File: src/rtl/core/fwls_pkg.sv
// ============================================================================
// fwls_pkg: shared types and constants of the flux-weighted light sampler
// Holds the input mode codes, result status codes, fixed-point widths and
// the one-hot state encoding used by the sampler control.
// ============================================================================
package fwls_pkg;

    // Fixed-point widths of the stream fields.
    localparam int FRAC_BITS   = 16;
    localparam int MODE_W      = 2;
    localparam int STATUS_W    = 2;
    localparam int INDEX_OUT_W = 8;
    localparam int PROB_W      = FRAC_BITS + 1;
    localparam int IN_WEIGHT_W = 32;

    // Packed beat widths, rounded up to whole bytes.
    localparam int IN_DATA_W  = 56;
    localparam int OUT_DATA_W = 48;

    // Probability of one in Q1.16.
    localparam logic [PROB_W-1:0]    PROB_ONE = PROB_W'(1) << FRAC_BITS;
    localparam logic [FRAC_BITS-1:0] FRAC_MAX = '1;

    // Input mode codes carried in tuser.
    localparam logic [MODE_W-1:0] MODE_CLEAR  = 2'd0;
    localparam logic [MODE_W-1:0] MODE_APPEND = 2'd1;
    localparam logic [MODE_W-1:0] MODE_SAMPLE = 2'd2;

    // Result status codes carried in tuser.
    typedef enum logic [STATUS_W-1:0] {
        STATUS_OK        = 2'd0,
        STATUS_NO_LIGHTS = 2'd1,
        STATUS_FULL      = 2'd2,
        STATUS_IGNORED   = 2'd3
    } status_t;

    // Control sequencer states.
    typedef enum logic [5:0] {
        ST_IDLE = 6'b000001,
        ST_MUL  = 6'b000010,
        ST_WALK = 6'b000100,
        ST_PREP = 6'b001000,
        ST_DIV  = 6'b010000,
        ST_DONE = 6'b100000
    } state_t;

endpackage

File: src/rtl/core/fwls_div.sv
// ============================================================================
// fwls_div: restoring shift-subtract divider
// Produces a FRAC_BITS+1 bit quotient, one bit per cycle. The first step
// compares the initial remainder as it is; each later step shifts in one
// bit of low_bits. The initial remainder must be below twice the divisor.
// ============================================================================
module fwls_div #(
    parameter int DIV_W = 32
) (
    input  logic                            clk,
    input  logic                            rst_n,
    input  logic                            start,
    input  logic [DIV_W-1:0]                rem_init,
    input  logic [DIV_W-1:0]                divisor,
    input  logic [fwls_pkg::FRAC_BITS-1:0]  low_bits,
    output logic                            done,
    output logic [fwls_pkg::FRAC_BITS:0]    quotient
);
    import fwls_pkg::*;

    localparam int CNT_W = $clog2(FRAC_BITS + 1);

    logic                 busy_reg, busy_next;
    logic                 done_reg, done_next;
    logic [CNT_W-1:0]     cnt_reg, cnt_next;
    logic [DIV_W-1:0]     rem_reg, rem_next;
    logic [DIV_W-1:0]     dvs_reg, dvs_next;
    logic [FRAC_BITS-1:0] low_reg, low_next;
    logic [FRAC_BITS:0]   quo_reg, quo_next;

    logic [DIV_W:0]       trial;
    logic [DIV_W:0]       diff;
    logic                 fits;

    // One trial subtraction per cycle.
    assign trial = (cnt_reg == '0) ? {1'b0, rem_reg}
                                   : {rem_reg, low_reg[FRAC_BITS-1]};
    assign diff  = trial - {1'b0, dvs_reg};
    assign fits  = (trial >= {1'b0, dvs_reg});

    // Step sequencing.
    always_comb
    begin
        busy_next = busy_reg;
        done_next = 1'b0;
        cnt_next  = cnt_reg;
        rem_next  = rem_reg;
        dvs_next  = dvs_reg;
        low_next  = low_reg;
        quo_next  = quo_reg;
        if (start)
        begin
            busy_next = 1'b1;
            cnt_next  = '0;
            rem_next  = rem_init;
            dvs_next  = divisor;
            low_next  = low_bits;
            quo_next  = '0;
        end
        else if (busy_reg)
        begin
            rem_next = fits ? diff[DIV_W-1:0] : trial[DIV_W-1:0];
            quo_next = {quo_reg[FRAC_BITS-1:0], fits};
            if (cnt_reg != '0)
            begin
                low_next = {low_reg[FRAC_BITS-2:0], 1'b0};
            end
            if (cnt_reg == CNT_W'(FRAC_BITS))
            begin
                busy_next = 1'b0;
                done_next = 1'b1;
            end
            else
            begin
                cnt_next = cnt_reg + 1'b1;
            end
        end
    end

    // Control registers.
    always_ff @(posedge clk or negedge rst_n)
    begin
        if (!rst_n)
        begin
            busy_reg <= 1'b0;
            done_reg <= 1'b0;
            cnt_reg  <= '0;
        end
        else
        begin
            busy_reg <= busy_next;
            done_reg <= done_next;
            cnt_reg  <= cnt_next;
        end
    end

    // Datapath registers.
    always_ff @(posedge clk)
    begin
        rem_reg <= rem_next;
        dvs_reg <= dvs_next;
        low_reg <= low_next;
        quo_reg <= quo_next;
    end

    assign done     = done_reg;
    assign quotient = quo_reg;

endmodule
File: config.mk
export PLATFORM = sky130hd
export DESIGN_NAME = fwls_div
export DESIGN_NICKNAME = d
export VERILOG_FILES = /design/src/rtl/core/fwls_pkg.sv /design/src/rtl/core/fwls_div.sv
export SDC_FILE = /design/constraint.sdc
export NUM_CORES = 1
export LEC_CHECK = 0
export ABC_AREA = 1
export BUFFER_PORTS_ARGS = -buffer_cell sky130_fd_sc_hd__buf_2
export CORE_MARGIN = 2
export CORE_UTILIZATION = 26
export CTS_CLUSTER_SIZE = 12
export DETAILED_ROUTE_END_ITERATION = 8
export HOLD_SLACK_MARGIN = 0.12
export SETUP_SLACK_MARGIN = 0.4
export SLEW_MARGIN = 40
export SYNTH_ARGS = -nofsm -noshare
export SYNTH_HDL_FRONTEND = slang
export SYNTH_SLANG_ARGS = --single-unit
File: constraint.sdc
create_clock -name clk -period 9.1 [get_ports clk]
set_input_delay 0.455 -clock clk [delete_from_list [all_inputs] [get_ports clk]]
set_output_delay 0.455 -clock clk [all_outputs]
set_load 0.005 [all_outputs]
Word level (Yosys, flattened, before mapping):

Index checks and enable logic that the tools add are counted.

* $add $sub $neg: 2
* multiply operators: 0
* div/mod/pow operators: 0
* order comparisons: 1
* eq/ne operators: 2
* shifts and indexed selects: 0
* muxes and demuxes: 16
* bitwise operators: 0
* reduce and logical (&&, ||, !) cells: 6

Operator list (count)
* two-way mux 32 bit: 3
* two-way mux 16 bit: 3
* greater-or-equal comparator 33 x 32 -> 1 bit: 1
* two-way mux 33 bit: 1
* subtractor 32 bit: 1
* two-way mux 5 bit: 3
* two-way mux 1 bit: 6
* adder 5 x 1 -> 5 bit, second input constant: 1
* equality test 5 bit, second input constant: 1
* zero test 5 bit: 1
* nonzero test 5 bit: 1
* AND reduction 2 bit: 2
* nonzero test 2 bit: 2
* inequality test 2 bit, second input constant: 1

* register bits after elaboration: 104
* bits in latches: 0
* RAM bits: 0
* ROM bits: 0
* bits of input ports: 83
* output and inout bits: 18
* memories kept: 0

Depth between registers and ports, before layout:

* depth after elaboration: 6
* gate-level depth with buffers: 23

Least setup slack after synthesis:

No wires, ideal clock.

* path kind: reg-to-reg
* start: register cnt_reg[0]
* end: register rem_reg[28], data pin
* arrival time: 2.679 ns
* required time: 8.848 ns
* slack: 6.168 ns
* cell stages (with the launch flop): 21
* path buffers: 2
* period minus slack after synthesis: 2.932 ns
* path through: dfrtp_1 inv_1 ha_1 nand3_2 buf_2 buf_2 mux2i_1 ha_1 fa_1 inv_1 nand3_1 nand3_1 nand2_1 nand2_1 nand2_1 nand2_1 nand2_1 nand3_1 nand3_1 nand2_1 nand2_1

* word-level cells in the longest chain between the ends: 6
* elaborated cells on any way between the ends: 7
* classes of those cells: 1 x add/sub; 1 x order compare; 4 x mux; 1 x reduce/logical

Ends and longest elaborated chain
* from (decl): line fwls_div.sv:25 `logic [CNT_W-1:0] cnt_reg, cnt_next;`
* from (signal assigned): line fwls_div.sv:93 `cnt_reg <= cnt_next;`
* zero test 5 bit *: line fwls_div.sv:36 `assign trial = (cnt_reg == '0) ? {1'b0, rem_reg}`
* two-way mux 33 bit *: line fwls_div.sv:36
* subtractor 32 bit / greater-or-equal comparator 33 x 32 -> 1 bit (equally long branches): line fwls_div.sv:38, fwls_div.sv:39
* two-way mux 32 bit *: line fwls_div.sv:62 `rem_next = fits ? diff[DIV_W-1:0] : trial[DIV_W-1:0];`
* two-way mux 32 bit *: line fwls_div.sv:60 `else if (busy_reg)`
* two-way mux 32 bit *: line fwls_div.sv:51 `if (start)`
* via rem_next[28]: line fwls_div.sv:26 `logic [DIV_W-1:0] rem_reg, rem_next;`
* to (signal assigned): line fwls_div.sv:100 `rem_reg <= rem_next;`
* to (decl): line fwls_div.sv:26

The timed path passes the listed nets; every way through them passes the cells marked *. The select of a mux whose other input is x is not followed.
A chain may end at the register's enable or synchronous reset.

Worst setup path in the final report:

* start: register cnt_reg[0]
* end: register rem_reg[27], data pin

Same word-level chain as after synthesis.

==> flow_summary.yaml <==
clock_tree:
  ctsRootBufferMaster: "clkbuf_16"
  cts.sinks: 104
  hold_buffers: 1
  cts_tree: "yes"
  max-clock-path-buffers: 2
  cts.clk_slew.worst_paths_ns: 0.08
  post_cts_buffers: 0
  clock_latency_ns: 0.36
  h-tree-depth: 3
  cts_resized: 0
  cts_buffers: 9
route:
  firstDrtPassIters: 5
  first_iter_violations: 415
  wl_per_cell_um: 14.1
  viasPerCell: 4.40
  vias: 6867
  wirelength_mm: 22.0
  drc_errors: 0
  drtAntennaViolNets: 0
power:
  p_per_area_nw_per_um2: 291
  p_clk_share_pct: 15.3
  finalPower_uw: 2520
  seqPwrFrac_pct: 27.1
  power_leakage_uw: 0.00458
  intPower_uw: 1340
  p_sw_uw: 1190
  sw_frac_of_total_pct: 47.0
  ir_drop_mv: 0.126
  comb_power_share_pct: 57.6
status:
  outcome: "finished clean"
die:
  core_area_um2: 28500
  die_w_um: 174
  die_h_um: 174
  die_area_um2: 30100
  fp-row-count: 62
  num_io_pins: 101
  start_util_pct: 26.3
setup_path:
  end_kind: "flip-flop"
  critPathMaxStageDelay_ns: 0.59
  cp-endpoint: "rem_reg[27]$_DFFE_PP_"
  crit_type: "flip-flop to flip-flop"
  crit_start: "cnt_reg[0]$_DFFE_PN0P_"
  r2r_slack_ns: 4.69
  path_max_fanout: 50
  startpoint_type: "flip-flop"
  crit_required_ns: 9.22
  r2r_cells: 15
  rr_endpoint: "rem_reg[27]$_DFFE_PP_"
  rr_startpoint: "cnt_reg[0]$_DFFE_PN0P_"
  critPathSlowestCell: "inv_1"
  crit_path_cell_trace: "inv_1, ha_1, nand3_4, inv_1, o21ai_0, ha_1, nand2_1, nor2_1, nand2_1, nor2_1, nand2_4, nand2_4, nand3_2, nand2_1, nand2_1"
  path_common_cell: "nand2_1"
  arrival_ns: 4.52
synth:
  post-synth-top-count-cell: "nand2_1"
  syn_nets: 1203
  synthXorXnorAreaFrac_pct: 1.76
  synth_seq_cells: 104
  synth-compound-area-share_pct: 5.19
  synth.top_cell.area_share_pct: 32.1
  synth-async-reset-ratio_pct: 6.73
  synth.avg_cell_area_um2: 6.89
  synth_area_leaders: "edfxtp_1, nand2_1, inv_1"
  synth-simple-area-share_pct: 35.3
  synth_edf_count: 80
  ys_warn_count: 0
  synth_mux_area_share_pct: 0.134
  synth_area_leader_cell: "edfxtp_1"
  synthAdderAreaFrac_pct: 5.96
  netlist_top_cells_count: "nand2_1, inv_1, edfxtp_1, nand3_1, nor2_1"
  synth_cell_types: 35
  syn-instance-count: 1085
  netlist_area_um2: 7470
  synth-seq-area-share_pct: 39.0
  synth_top_family_by_area: "simple AND/OR/NAND/NOR gates"
  synthFlopType: "edfxtp_1"
global_routing:
  track_usage_pct: 14.7
  grt-ovfl-total: 0
  grt_pass1_vias: 6621
  grt_max_degree: 56
  grt_pass1_wl_mm: 35.0
  grt_antenna_before_repair: 0
timing:
  fin_skew_ns: 0.0138
  slew_headroom_pct: 58.0
  final.period_utilization_pct: 48.4
  tns_ns: 0
  fmax_ghz: 0.227
  rsz0062_at_grt: "no"
  worst_slew_pin_slew_ns: 0.631
  setup_viol: 0
  period_needed_ns: 4.41
  drv_slew: 0
  finalHoldViolCount: 0
placed_design:
  placed_cell_area_um2: 8370
  routabilityCongestion: 0.869
  port_buffers: 100
  dpl.hpwl_mm: 17.0
finish:
  final_core_util_pct: 30.4
  final_nets: 1291
  syn_to_final_growth_pct: 15.9
  final_area_um2: 8660
  fillers: 3183
  diodes: 0
  drive_gt1_share_pct: 12.4
hold_path:
  hold_class: "input port to flip-flop"
  hp-start: "divisor[9]"
run:
  drv_cap: 0
## critical path: cells and delay by family, from the launching register on
kind            cells  cell delay, ns
fa+ha+maj           2            0.63
flops               1            0.40
compound gates      1            0.22
simple gates       10            2.16
buf+inv             2            0.69
## power groups by stage
stage	Clock [uW]	Combinational [uW]	Sequential, uW
final	386	1450	685
after CTS	396	1440	684
after floorplan	0	1090	677
after detailed placement	0	1430	694
after global routing	411	1650	696
after global placement	0	1410	693
## layout by cell type, fill, tap and decap left out, types with 2 or more instances in the layout
cell	netlist	final
inv_8	0	2
nand3_2	8	7
nand3b_1	26	26
o21ai_0	34	33
edfxtp_1	80	80
nor2_2	6	6
nand2_4	2	2
dfxtp_1	17	17
xnor2_1	13	13
o22ai_1	15	15
inv_1	210	210
o21a_1	2	2
nand3_1	71	71
ha_1	34	34
buf_2	11	99
nor3_1	2	2
nand2_1	440	439
nor2_1	48	48
xor2_1	2	2
nand2_2	5	6
dfrtp_1	7	7
nand4_1	8	8
buf_4	2	5
clkinv_4	0	2
a21oi_1	17	17
clkbuf_16	0	9
## cells by family (layout without fill, tap and decap cells)
kind of cell	Yosys count	in the layout
XOR/XNOR	15	15
multiplexers	1	1
flip-flops	104	104
buffers and inverters	240	333
adder cells (fa/ha/maj)	35	35
AND/OR/NAND/NOR	619	619
AO/OA/AOI/OAI	71	71
## metrics by stage
step                worst slack (ns)  hold WS (ns)  instances
global placement                4.14         0.304       1544
finish                          4.69         0.259       1562
detailed placement              4.76         0.299       1545
CTS                             4.73         0.251       1562
global route                    4.35         0.254       1562
floorplan                       6.17         0.159       1085
## area by class of cell
cell class	instances	area, um^2	area share, %
Clock buffer	10	229	2.64
Clock inverter	6	51.3	0.592
Inverter	211	792	9.14
Multi-Input combinational cell	741	3620	41.8
Sequential cell	104	2920	33.7
Tap cell	384	480	5.55
Timing Repair Buffer	106	571	6.59
## worst min-delay path by stage
stage                       endpoint  slack [ns]  depth (start not counted)
3_5_place_dp          done$_DFF_PN0_        0.30                          1
3_3_place_gp          done$_DFF_PN0_        0.30                          1
5_1_grt         dvs_reg[7]$_DFFE_PP_        0.25                          1
2_1_floorplan     busy_reg$_DFF_PN0_        0.16                          0
6_report        dvs_reg[9]$_DFFE_PP_        0.26                          1
4_1_cts        dvs_reg[14]$_DFFE_PP_        0.25                          1
## layer usage
| metal | up-vias | wire [um] | track usage (%) |
|---|---|---|---|
| li1 | 3553 | - | - |
| met1 | 3082 | 10600 | 20.5 |
| met2 | 207 | 9590 | 23.4 |
| met3 | 25 | 1270 | 2.06 |
| met4 | 0 | 537 | 5.23 |
| met5 | - | 0 | 0 |
(Power assumes the default switching activity.)
